<file path="src/sv/tcf_pkg.sv">
package tcf_pkg;

  // Fixed field widths.
  localparam int CHANNELS = 6;
  localparam int PWM_W    = 16;
  localparam int LIGHT_W  = 11;
  localparam int STEP_W   = 10;
  localparam int TIME_W   = 32;
  localparam int CFG_AW   = 5;
  localparam int CFG_DW   = 32;

  // Light limits and button codes.
  localparam logic [LIGHT_W-1:0] LIGHT_LOW     = 11'd1000;
  localparam logic [LIGHT_W-1:0] LIGHT_HIGH    = 11'd2000;
  localparam logic [PWM_W-1:0]   BUTTON_DIM    = 16'd1000;
  localparam logic [PWM_W-1:0]   BUTTON_BRIGHT = 16'd2000;

  // Register reset values.
  localparam logic [PWM_W-1:0]  PWM_MIN_RST     = 16'd1100;
  localparam logic [PWM_W-1:0]  PWM_MAX_RST     = 16'd1900;
  localparam logic [PWM_W-1:0]  PWM_NEUTRAL_RST = 16'd1500;
  localparam logic [STEP_W-1:0] LAMP_INCR_RST   = 10'd100;
  localparam logic [TIME_W-1:0] MAX_GAP_RST     = 32'd1000;

  typedef enum logic [1:0] {
    MODE_MOTOR = 2'd0,
    MODE_ARM   = 2'd1,
    MODE_TICK  = 2'd2,
    MODE_NONE  = 2'd3
  } mode_t;

  typedef enum logic [1:0] {
    ACT_DISARM    = 2'd0,
    ACT_ARM       = 2'd1,
    ACT_OTHER_ARG = 2'd2,
    ACT_OTHER_CMD = 2'd3
  } arm_act_t;

  typedef enum logic [2:0] {
    REG_PWM_MIN     = 3'd0,
    REG_PWM_MAX     = 3'd1,
    REG_PWM_NEUTRAL = 3'd2,
    REG_LAMP_INCR   = 3'd3,
    REG_MAX_GAP     = 3'd4
  } reg_idx_t;

  // One accepted command as held in the input register.
  typedef struct packed {
    mode_t                            mode;
    logic [TIME_W-1:0]                now_ms;
    logic [CHANNELS-1:0][PWM_W-1:0]   chan_pwm;
    logic [PWM_W-1:0]                 light_button;
    arm_act_t                         arm_action;
  } in_item_t;

endpackage

</file>
<file path="src/sv/tcf_in_if.sv">
interface tcf_in_if import tcf_pkg::*; ();
  logic              valid;
  logic              ready;
  logic [1:0]        mode;
  logic [TIME_W-1:0] now_ms;
  logic [PWM_W-1:0]  chan_pwm_0;
  logic [PWM_W-1:0]  chan_pwm_1;
  logic [PWM_W-1:0]  chan_pwm_2;
  logic [PWM_W-1:0]  chan_pwm_3;
  logic [PWM_W-1:0]  chan_pwm_4;
  logic [PWM_W-1:0]  chan_pwm_5;
  logic [PWM_W-1:0]  light_button;
  logic [1:0]        arm_action;

  modport source (
    output valid, mode, now_ms, chan_pwm_0, chan_pwm_1, chan_pwm_2, chan_pwm_3,
           chan_pwm_4, chan_pwm_5, light_button, arm_action,
    input  ready
  );

  modport sink (
    input  valid, mode, now_ms, chan_pwm_0, chan_pwm_1, chan_pwm_2, chan_pwm_3,
           chan_pwm_4, chan_pwm_5, light_button, arm_action,
    output ready
  );
endinterface

</file>
<file path="src/sv/tcf_out_if.sv">
interface tcf_out_if import tcf_pkg::*; ();
  logic               valid;
  logic               ready;
  logic [PWM_W-1:0]   motor_out_0;
  logic [PWM_W-1:0]   motor_out_1;
  logic [PWM_W-1:0]   motor_out_2;
  logic [PWM_W-1:0]   motor_out_3;
  logic [PWM_W-1:0]   motor_out_4;
  logic [PWM_W-1:0]   motor_out_5;
  logic [LIGHT_W-1:0] light_out;
  logic               override_ok;
  logic               command_status;
  logic               armed_out;

  modport source (
    output valid, motor_out_0, motor_out_1, motor_out_2, motor_out_3, motor_out_4,
           motor_out_5, light_out, override_ok, command_status, armed_out,
    input  ready
  );

  modport sink (
    input  valid, motor_out_0, motor_out_1, motor_out_2, motor_out_3, motor_out_4,
           motor_out_5, light_out, override_ok, command_status, armed_out,
    output ready
  );
endinterface

</file>
<file path="src/sv/thruster_command_failsafe_unit.sv">
// Thruster command failsafe.
// Commands arrive on in_ch with a valid/ready handshake: a motor packet
// (six pulse widths and a light button), an arm or disarm command, or a
// watchdog tick carrying the millisecond clock. Every command produces one
// result transfer on out_ch with the motor levels, light level, armed flag
// and the status bits of that command.
// A command is held in the input register and its result is registered in
// the result register, from which it is offered on out_ch. One command per
// cycle is sustained while out_ch is not stalled; the compare chain over the
// six channels and the state update are combinational between the registers.
// While out_ch is stalled, the input register still takes one more command;
// after that in_ch.ready drops until the result is taken.
// Reset (rst_n low, synchronous) empties both registers, disarms, sets the
// motors to the reset neutral width, the light to its lowest level, the
// last good time to zero and the APB registers to their defaults.
// Registers at byte addresses 0, 4, 8, 12, 16: pwm_min, pwm_max,
// pwm_neutral, light step size, max_gap_ms; write them only while idle.
module thruster_command_failsafe_unit import tcf_pkg::*; #(
  parameter int MOTOR_COUNT = 6
) (
  input  logic              clk,
  input  logic              rst_n,
  tcf_in_if.sink            in_ch,
  tcf_out_if.source         out_ch,
  input  logic              psel,
  input  logic              penable,
  input  logic              pwrite,
  input  logic [CFG_AW-1:0] paddr,
  input  logic [CFG_DW-1:0] pwdata,
  output logic [CFG_DW-1:0] prdata,
  output logic              pready
);

  // Configuration registers.
  logic [PWM_W-1:0]  pwm_min_r;
  logic [PWM_W-1:0]  pwm_max_r;
  logic [PWM_W-1:0]  pwm_neutral_r;
  logic [STEP_W-1:0] lamp_incr_r;
  logic [TIME_W-1:0] max_gap_r;
  reg_idx_t          reg_sel;
  logic              cfg_wr;

  // Input stage and result stage.
  logic     s1_valid_r;
  in_item_t s1_item_r;
  in_item_t in_item;
  logic     out_valid_r;
  logic     advance;
  logic     ok_r, ok_nxt;
  logic     status_r, status_nxt;

  // Block state.
  logic [PWM_W-1:0]   motor_r   [MOTOR_COUNT];
  logic [PWM_W-1:0]   motor_nxt [MOTOR_COUNT];
  logic               armed_r, armed_nxt;
  logic [TIME_W-1:0]  last_good_r, last_good_nxt;
  logic [LIGHT_W-1:0] light_r, light_nxt;
  logic [PWM_W-1:0]   motor_view [CHANNELS];

  // Working signals of the command logic.
  logic               chain_ok;
  logic               ch_ok;
  logic               any_on;
  logic [LIGHT_W-1:0] light_room_dn;
  logic [LIGHT_W-1:0] light_room_up;
  logic [TIME_W-1:0]  gap;

  assign pready  = 1'b1;
  assign reg_sel = reg_idx_t'(paddr[CFG_AW-1:2]);
  assign cfg_wr  = psel && penable && pwrite && pready;

  // Register read-back.
  always_comb begin
    case (reg_sel)
      REG_PWM_MIN:     prdata = CFG_DW'(pwm_min_r);
      REG_PWM_MAX:     prdata = CFG_DW'(pwm_max_r);
      REG_PWM_NEUTRAL: prdata = CFG_DW'(pwm_neutral_r);
      REG_LAMP_INCR:   prdata = CFG_DW'(lamp_incr_r);
      REG_MAX_GAP:     prdata = CFG_DW'(max_gap_r);
      default:         prdata = '0;
    endcase
  end

  // Register writes; addresses past the list are ignored.
  always_ff @(posedge clk) begin
    if (!rst_n) begin
      pwm_min_r     <= PWM_MIN_RST;
      pwm_max_r     <= PWM_MAX_RST;
      pwm_neutral_r <= PWM_NEUTRAL_RST;
      lamp_incr_r   <= LAMP_INCR_RST;
      max_gap_r     <= MAX_GAP_RST;
    end else if (cfg_wr) begin
      case (reg_sel)
        REG_PWM_MIN:     pwm_min_r     <= pwdata[PWM_W-1:0];
        REG_PWM_MAX:     pwm_max_r     <= pwdata[PWM_W-1:0];
        REG_PWM_NEUTRAL: pwm_neutral_r <= pwdata[PWM_W-1:0];
        REG_LAMP_INCR:   lamp_incr_r   <= pwdata[STEP_W-1:0];
        REG_MAX_GAP:     max_gap_r     <= pwdata[TIME_W-1:0];
        default: ;
      endcase
    end
  end

  // Handshake: the result stage moves when its register is empty or taken.
  // No input transfer is taken while reset is held.
  assign advance     = !out_valid_r || out_ch.ready;
  assign in_ch.ready = rst_n && (!s1_valid_r || advance);

  always_comb begin
    in_item.mode         = mode_t'(in_ch.mode);
    in_item.now_ms       = in_ch.now_ms;
    in_item.chan_pwm[0]  = in_ch.chan_pwm_0;
    in_item.chan_pwm[1]  = in_ch.chan_pwm_1;
    in_item.chan_pwm[2]  = in_ch.chan_pwm_2;
    in_item.chan_pwm[3]  = in_ch.chan_pwm_3;
    in_item.chan_pwm[4]  = in_ch.chan_pwm_4;
    in_item.chan_pwm[5]  = in_ch.chan_pwm_5;
    in_item.light_button = in_ch.light_button;
    in_item.arm_action   = arm_act_t'(in_ch.arm_action);
  end

  // Input register.
  always_ff @(posedge clk) begin
    if (!rst_n) begin
      s1_valid_r <= 1'b0;
    end else if (in_ch.ready) begin
      s1_valid_r <= in_ch.valid;
    end
  end

  always_ff @(posedge clk) begin
    if (in_ch.valid && in_ch.ready) begin
      s1_item_r <= in_item;
    end
  end

  // Light room below and above the current level.
  assign light_room_dn = light_r - LIGHT_LOW;
  assign light_room_up = LIGHT_HIGH - light_r;
  assign gap           = s1_item_r.now_ms - last_good_r;

  always_comb begin
    any_on = 1'b0;
    for (int i = 0; i < MOTOR_COUNT; i++) begin
      any_on = any_on || (motor_r[i] != pwm_neutral_r);
    end
  end

  // Command logic: next state and status bits for the held command.
  always_comb begin
    motor_nxt     = motor_r;
    armed_nxt     = armed_r;
    last_good_nxt = last_good_r;
    light_nxt     = light_r;
    ok_nxt        = 1'b0;
    status_nxt    = 1'b0;
    chain_ok      = 1'b1;
    ch_ok         = 1'b0;
    case (s1_item_r.mode)
      MODE_MOTOR: begin
        // Channels are written in order until the first rejected one.
        for (int i = 0; i < MOTOR_COUNT; i++) begin
          ch_ok = armed_r && (s1_item_r.chan_pwm[i] >= pwm_min_r) &&
                  (s1_item_r.chan_pwm[i] <= pwm_max_r);
          if (chain_ok && ch_ok) begin
            motor_nxt[i] = s1_item_r.chan_pwm[i];
          end
          chain_ok = chain_ok && ch_ok;
        end
        if (MOTOR_COUNT < CHANNELS) begin
          chain_ok = 1'b0;
        end
        // The light steps whether or not the motors were accepted.
        if (s1_item_r.light_button == BUTTON_DIM) begin
          light_nxt = (LIGHT_W'(lamp_incr_r) > light_room_dn) ? LIGHT_LOW
                                                             : light_r - LIGHT_W'(lamp_incr_r);
        end else if (s1_item_r.light_button == BUTTON_BRIGHT) begin
          light_nxt = (LIGHT_W'(lamp_incr_r) > light_room_up) ? LIGHT_HIGH
                                                             : light_r + LIGHT_W'(lamp_incr_r);
        end
        if (chain_ok) begin
          last_good_nxt = s1_item_r.now_ms;
          ok_nxt        = 1'b1;
        end
      end
      MODE_ARM: begin
        case (s1_item_r.arm_action)
          ACT_ARM: armed_nxt = 1'b1;
          ACT_DISARM: begin
            if (armed_r) begin
              for (int i = 0; i < MOTOR_COUNT; i++) begin
                motor_nxt[i] = pwm_neutral_r;
              end
              armed_nxt = 1'b0;
            end
          end
          default: status_nxt = 1'b1;
        endcase
      end
      MODE_TICK: begin
        // Clock went backwards, or the command gap is too long.
        if (s1_item_r.now_ms < last_good_r) begin
          last_good_nxt = s1_item_r.now_ms;
          for (int i = 0; i < MOTOR_COUNT; i++) begin
            motor_nxt[i] = pwm_neutral_r;
          end
        end else if (gap > max_gap_r) begin
          if (any_on) begin
            last_good_nxt = s1_item_r.now_ms;
          end
          for (int i = 0; i < MOTOR_COUNT; i++) begin
            motor_nxt[i] = pwm_neutral_r;
          end
        end
      end
      default: ;
    endcase
  end

  // State and result register; state only moves together with a result.
  always_ff @(posedge clk) begin
    if (!rst_n) begin
      out_valid_r <= 1'b0;
      ok_r        <= 1'b0;
      status_r    <= 1'b0;
      armed_r     <= 1'b0;
      last_good_r <= '0;
      light_r     <= LIGHT_LOW;
      for (int i = 0; i < MOTOR_COUNT; i++) begin
        motor_r[i] <= PWM_NEUTRAL_RST;
      end
    end else if (advance) begin
      out_valid_r <= s1_valid_r;
      if (s1_valid_r) begin
        ok_r        <= ok_nxt;
        status_r    <= status_nxt;
        armed_r     <= armed_nxt;
        last_good_r <= last_good_nxt;
        light_r     <= light_nxt;
        motor_r     <= motor_nxt;
      end
    end
  end

  // Motors past the configured count read as zero.
  for (genvar g = 0; g < CHANNELS; g++) begin : g_view
    if (g < MOTOR_COUNT) begin : g_used
      assign motor_view[g] = motor_r[g];
    end else begin : g_unused
      assign motor_view[g] = '0;
    end
  end

  // The state registers hold the last delivered values until the next result.
  assign out_ch.valid          = out_valid_r;
  assign out_ch.motor_out_0    = motor_view[0];
  assign out_ch.motor_out_1    = motor_view[1];
  assign out_ch.motor_out_2    = motor_view[2];
  assign out_ch.motor_out_3    = motor_view[3];
  assign out_ch.motor_out_4    = motor_view[4];
  assign out_ch.motor_out_5    = motor_view[5];
  assign out_ch.light_out      = light_r;
  assign out_ch.override_ok    = ok_r;
  assign out_ch.command_status = status_r;
  assign out_ch.armed_out      = armed_r;

endmodule

</file>
<file path="src/flat_wrapper.sv">
// flat-port wrapper written by rule: the top's interface ports become plain ports
module thruster_command_failsafe_unit_flat import tcf_pkg::*;
#(
  parameter int MOTOR_COUNT = 6
)
  (clk, rst_n, psel, penable, pwrite, paddr, pwdata, prdata, pready, in_ch_valid, in_ch_mode, in_ch_now_ms, in_ch_chan_pwm_0, in_ch_chan_pwm_1, in_ch_chan_pwm_2, in_ch_chan_pwm_3, in_ch_chan_pwm_4, in_ch_chan_pwm_5, in_ch_light_button, in_ch_arm_action, in_ch_ready, out_ch_valid, out_ch_motor_out_0, out_ch_motor_out_1, out_ch_motor_out_2, out_ch_motor_out_3, out_ch_motor_out_4, out_ch_motor_out_5, out_ch_light_out, out_ch_override_ok, out_ch_command_status, out_ch_armed_out, out_ch_ready);
  tcf_in_if in_ch_i ();
  tcf_out_if out_ch_i ();
  input  logic clk;
  input  logic rst_n;
  input  logic psel;
  input  logic penable;
  input  logic pwrite;
  input  logic [CFG_AW-1:0] paddr;
  input  logic [CFG_DW-1:0] pwdata;
  output logic [CFG_DW-1:0] prdata;
  output logic pready;
  input wire logic [$bits(in_ch_i.valid)-1:0] in_ch_valid;
  input wire logic [$bits(in_ch_i.mode)-1:0] in_ch_mode;
  input wire logic [$bits(in_ch_i.now_ms)-1:0] in_ch_now_ms;
  input wire logic [$bits(in_ch_i.chan_pwm_0)-1:0] in_ch_chan_pwm_0;
  input wire logic [$bits(in_ch_i.chan_pwm_1)-1:0] in_ch_chan_pwm_1;
  input wire logic [$bits(in_ch_i.chan_pwm_2)-1:0] in_ch_chan_pwm_2;
  input wire logic [$bits(in_ch_i.chan_pwm_3)-1:0] in_ch_chan_pwm_3;
  input wire logic [$bits(in_ch_i.chan_pwm_4)-1:0] in_ch_chan_pwm_4;
  input wire logic [$bits(in_ch_i.chan_pwm_5)-1:0] in_ch_chan_pwm_5;
  input wire logic [$bits(in_ch_i.light_button)-1:0] in_ch_light_button;
  input wire logic [$bits(in_ch_i.arm_action)-1:0] in_ch_arm_action;
  output wire logic [$bits(in_ch_i.ready)-1:0] in_ch_ready;
  output wire logic [$bits(out_ch_i.valid)-1:0] out_ch_valid;
  output wire logic [$bits(out_ch_i.motor_out_0)-1:0] out_ch_motor_out_0;
  output wire logic [$bits(out_ch_i.motor_out_1)-1:0] out_ch_motor_out_1;
  output wire logic [$bits(out_ch_i.motor_out_2)-1:0] out_ch_motor_out_2;
  output wire logic [$bits(out_ch_i.motor_out_3)-1:0] out_ch_motor_out_3;
  output wire logic [$bits(out_ch_i.motor_out_4)-1:0] out_ch_motor_out_4;
  output wire logic [$bits(out_ch_i.motor_out_5)-1:0] out_ch_motor_out_5;
  output wire logic [$bits(out_ch_i.light_out)-1:0] out_ch_light_out;
  output wire logic [$bits(out_ch_i.override_ok)-1:0] out_ch_override_ok;
  output wire logic [$bits(out_ch_i.command_status)-1:0] out_ch_command_status;
  output wire logic [$bits(out_ch_i.armed_out)-1:0] out_ch_armed_out;
  input wire logic [$bits(out_ch_i.ready)-1:0] out_ch_ready;
  assign in_ch_i.valid = in_ch_valid;
  assign in_ch_i.mode = in_ch_mode;
  assign in_ch_i.now_ms = in_ch_now_ms;
  assign in_ch_i.chan_pwm_0 = in_ch_chan_pwm_0;
  assign in_ch_i.chan_pwm_1 = in_ch_chan_pwm_1;
  assign in_ch_i.chan_pwm_2 = in_ch_chan_pwm_2;
  assign in_ch_i.chan_pwm_3 = in_ch_chan_pwm_3;
  assign in_ch_i.chan_pwm_4 = in_ch_chan_pwm_4;
  assign in_ch_i.chan_pwm_5 = in_ch_chan_pwm_5;
  assign in_ch_i.light_button = in_ch_light_button;
  assign in_ch_i.arm_action = in_ch_arm_action;
  assign in_ch_ready = in_ch_i.ready;
  assign out_ch_valid = out_ch_i.valid;
  assign out_ch_motor_out_0 = out_ch_i.motor_out_0;
  assign out_ch_motor_out_1 = out_ch_i.motor_out_1;
  assign out_ch_motor_out_2 = out_ch_i.motor_out_2;
  assign out_ch_motor_out_3 = out_ch_i.motor_out_3;
  assign out_ch_motor_out_4 = out_ch_i.motor_out_4;
  assign out_ch_motor_out_5 = out_ch_i.motor_out_5;
  assign out_ch_light_out = out_ch_i.light_out;
  assign out_ch_override_ok = out_ch_i.override_ok;
  assign out_ch_command_status = out_ch_i.command_status;
  assign out_ch_armed_out = out_ch_i.armed_out;
  assign out_ch_i.ready = out_ch_ready;
  thruster_command_failsafe_unit #(.MOTOR_COUNT(MOTOR_COUNT)) u_core (.clk(clk), .rst_n(rst_n), .in_ch(in_ch_i), .out_ch(out_ch_i), .psel(psel), .penable(penable), .pwrite(pwrite), .paddr(paddr), .pwdata(pwdata), .prdata(prdata), .pready(pready));
endmodule
</file>
<file path="config.mk">
export PLATFORM = sky130hd
export DESIGN_NAME = thruster_command_failsafe_unit_flat
export DESIGN_NICKNAME = d
export VERILOG_FILES = /design/src/sv/tcf_pkg.sv /design/src/sv/tcf_in_if.sv /design/src/sv/tcf_out_if.sv /design/src/sv/thruster_command_failsafe_unit.sv /design/src/flat_wrapper.sv
export SDC_FILE = /design/constraint.sdc
export NUM_CORES = 1
export LEC_CHECK = 0
export ABC_AREA = 1
export BUFFER_PORTS_ARGS = -buffer_cell sky130_fd_sc_hd__buf_2
export CORE_AREA = 3 3 215 217
export CTS_BUF_LIST = sky130_fd_sc_hd__clkbuf_4
export CTS_CLUSTER_DIAMETER = 80
export DETAILED_ROUTE_END_ITERATION = 8
export DIE_AREA = 0 0 218 220
export PLACE_DENSITY = 0.76
export REMOVE_ABC_BUFFERS = 1
export SYNTH_ARGS = -nofsm -noshare
export SYNTH_HDL_FRONTEND = slang
export SYNTH_SLANG_ARGS = --single-unit
</file>
<file path="constraint.sdc">
create_clock -name clk -period 9 [get_ports clk]
set_clock_uncertainty 0.2 [all_clocks]
set_input_delay 1.35 -clock clk [delete_from_list [all_inputs] [get_ports clk]]
set_output_delay 1.35 -clock clk [all_outputs]
set_load 0.02 [all_outputs]
</file>
==> results.toml <==
[layout]
multiInputGateArea_mm2 = 0.01325
num-fill-cells = 3980
stdcell_area_mm2 = 0.02739
seqCellArea_mm2 = 0.009129
syn2layout_area_growth_pct = 14.18
drive_gt1_share_pct = 16.33
stdcell_count = 4014
final_nets = 3823

[global_routing]
grt_pass1_vias = 21550
grt_pass1_wl_mm = 117.5
grt_max_degree = 102
antenna_found_initial = 6
grt-ovfl-total = 0
grt_use_total_pct = 31.31

[logic_synthesis]
yosysTopAreaCell = "dfxtp_1"
ys_warn_count = 0
synth_area_leaders = "dfxtp_1 (20%), edfxtp_1 (19%), ha_1 (16%)"
synth_cell_types = 55
synth_top_area_share_pct = 19.53
syn-mean-instance-area_um2 = 8.054
ys_seq_area_share_pct = 38.06
synth-edff-count = 148
synth_seq_cells = 382
syn_inst = 2978
ys_async_sr_fraction_pct = 0
syn-cell-area_mm2 = 0.02398
synth_ff_type = "dfxtp_1"

[die]
fp.dieW_um = 218
core_mm2 = 0.04432
ios = 337
die_h_um = 220
rows = 77
dieArea_mm2 = 0.04796
start_util_pct = 54.12

[cts]
root_buffer = "clkbuf_4"
cts_tree = "built"
postCtsSetupRepairBufs = 0
ctsResizeCount = 0
clk_pin_slew_worst_paths_ns = 0.06
h-tree-depth = 3
clock_latency_ns = 0.88
cts_buffers = 103
clk_path_buf_depth = 3
cts.sinks = 382
cts_hold_buf = 0

[critical_path]
cpMostUsedCell = "nand2_1"
r2r_start = "u_core.s1_item_r[116]$_DFFE_PP_"
crit_required_ns = 9.55
rrSetupSlack_ns = 2.64
endpoint_kind = "flop"
crit_fanout = 24
slowest_delay_ns = 0.76
crit_slowest_cell = "nand3_1"
r2r_cells = 25
critical_path_class = "reg -> reg"
cp_data_arrival_time_ns = 6.91
r2r-end = "u_core.out_ch.motor_out_1[12]$_SDFFE_PN0P_"
startpoint_type = "flop"

[routing]
post_drt_wl_per_cell_um = 19.20
route.detailed.drc = 0
via_per_inst = 5.641
drt-initial-drc-count = 2372
dr.pass1.iters = 6
vias = 22640
routed_wirelength_mm = 77.08
drtAntennaViolNets = 0

[placed_design]
gp_congestion = 0.9231
dp_cells = 3814
hpwl_mm = 58.84
placed_area_mm2 = 0.02601
port_buffers = 333

[power]
p_sw_mw = 1.254
power_mw = 4.188
power-per-cell-area_mw_per_mm2 = 152.9
pwr-share-clk_pct = 37.9
peakVddDrop_uv = 154.0
p_comb_share_pct = 16.0
power_frac_seq_pct = 46.1
switching_share_pct = 29.93
p_int_mw = 2.935
p_leak_nw = 12.83

[hold_path]
hold_path.class = "reg -> reg"
hold_end = "u_core.out_ch.command_status$_SDFFE_PN0P_"
hold_depth = 2
worstHoldStart = "u_core.out_ch.command_status$_SDFFE_PN0P_"

[flow_run]
maxCapViolCount = 0

[sta]
worstMarginPinSlew_ns = 1.245
fin_crit_sh_pct = 70.66
fmaxAchievable_mhz = 157.2
slew_viol_final = 0
timing.setup.tns_ns = 0
finalCriticalPeriod_ns = 6.360
finalHoldViolations = 0
setup-violations-final = 0
rsz0062_at_grt = "no"
slew_headroom_pct = 16.76

[run_status]
status = "completed"
power groups by stage:
stage / Combinational (mW) / Sequential, mW / Clock (mW)
global route: 0.747 / 1.93 / 1.73
floorplan: 0.397 / 1.98 / 0
CTS: 0.658 / 1.93 / 1.63
detailed placement: 0.654 / 1.97 / 0
global placement: 0.629 / 1.96 / 0
finish: 0.668 / 1.93 / 1.59
registers in the layout (all words and copies together) (netlist names), 11 cells and up:
signal                     flops
u_core.pwm_max_r              16
u_core.out_ch.light_out       11
u_core.out_ch.motor_out_1     16
u_core.out_ch.motor_out_5     16
u_core.out_ch.motor_out_2     16
u_core.out_ch.motor_out_0     16
u_core.pwm_neutral_r          16
u_core.s1_item_r             148
u_core.last_good_r            32
u_core.out_ch.motor_out_3     16
u_core.out_ch.motor_out_4     16
u_core.pwm_min_r              16
u_core.max_gap_r              32
how the worst max path moves through the flow:
stage	cells after the start	start	endpoint	slack, ns
6_report	25	u_core.s1_item_r[116]$_DFFE_PP_	u_core.out_ch.motor_out_1[12]$_SDFFE_PN0P_	2.64
5_1_grt	25	u_core.s1_item_r[116]$_DFFE_PP_	u_core.out_ch.motor_out_1[12]$_SDFFE_PN0P_	2.29
4_1_cts	25	u_core.s1_item_r[116]$_DFFE_PP_	u_core.out_ch.motor_out_1[12]$_SDFFE_PN0P_	2.89
3_5_place_dp	25	u_core.s1_item_r[116]$_DFFE_PP_	u_core.out_ch.motor_out_1[15]$_SDFFE_PN0P_	2.95
3_3_place_gp	25	u_core.s1_item_r[116]$_DFFE_PP_	u_core.out_ch.motor_out_1[1]$_SDFFE_PN0P_	3.03
2_1_floorplan	4	out_ch_ready	u_core.s1_item_r[0]$_DFFE_PP_	0.44
kinds of logic after synthesis:
kind of cell | share of synthesized area (%)
XOR/XNOR | 4.784
other | 0.01564
AND/OR/NAND/NOR | 18.19
AO/OA/AOI/OAI | 16.26
flip-flops | 38.06
buffers and inverters | 6.745
adder cells (fa/ha/maj) | 15.95
worst max-delay path: cells and delay by family, from the launching register on:
kind                     cells  cell delay (ns)
AND/OR/NAND/NOR             14             2.61
buffers and inverters        1             0.73
AO/OA/AOI/OAI                8             1.63
adder cells (fa/ha/maj)      2             0.66
flip-flops                   1             0.40
routing by layer:
layer / wire length (um) / global-route usage (%) / vias to the layer above
met3: 7779 / 6.577 / 169
met4: 2341 / 10.92 / 0
met1: 32540 / 42.36 / 10470
met2: 34420 / 49.88 / 1121
li1: - / - / 10890
met5: 0 / 0 / -
synth_stat cells, types with 9 or more instances:
master    instances
clkbuf_1         53
a21oi_1         362
o21ai_1          30
a31oi_1          12
xnor2_1          68
ha_1            301
a221oi_1         12
edfxtp_1        148
nor3_1           41
nand2_1         610
nor2_1          247
buf_2            35
nand4_1          28
o21ai_0         191
nand3_1          86
o21a_1            9
inv_1           295
dfxtp_1         234
o211ai_1         23
xor2_1           63
area by class of cell:
type	count	share of cell area, %
multi-input cells	2194	48.36
flip-flops and latches	382	33.33
repair buffers	346	6.451
clock buffers	157	4.304
inverters	300	4.135
well taps	592	2.705
clock inverters	37	0.6533
diodes	6	0.05482
stage by stage:
stage | setup WS [ns] | hold slack (ns) | util (%)
2_1_floorplan | 0.4429 | 0.2491 | -
5_1_grt | 2.293 | 0.3039 | 61.78
6_report | 2.640 | 0.2795 | 61.80
3_3_place_gp | 3.027 | 0.2568 | 58.70
3_5_place_dp | 2.954 | 0.2658 | 58.70
4_1_cts | 2.894 | 0.2755 | 61.76
layout by cell type (no fill, tap or decap), drive strengths merged, types with 41 or more instances in the layout:
cell,instances
xor2,63
buf,346
a21oi,368
nand2,617
inv,301
xnor2,68
o21ai,222
dfxtp,234
ha,301
edfxtp,148
nor3,41
nand3,90
nor2,251
clkbuf,157
No activity file was read; power rests on OpenSTA's default activity.
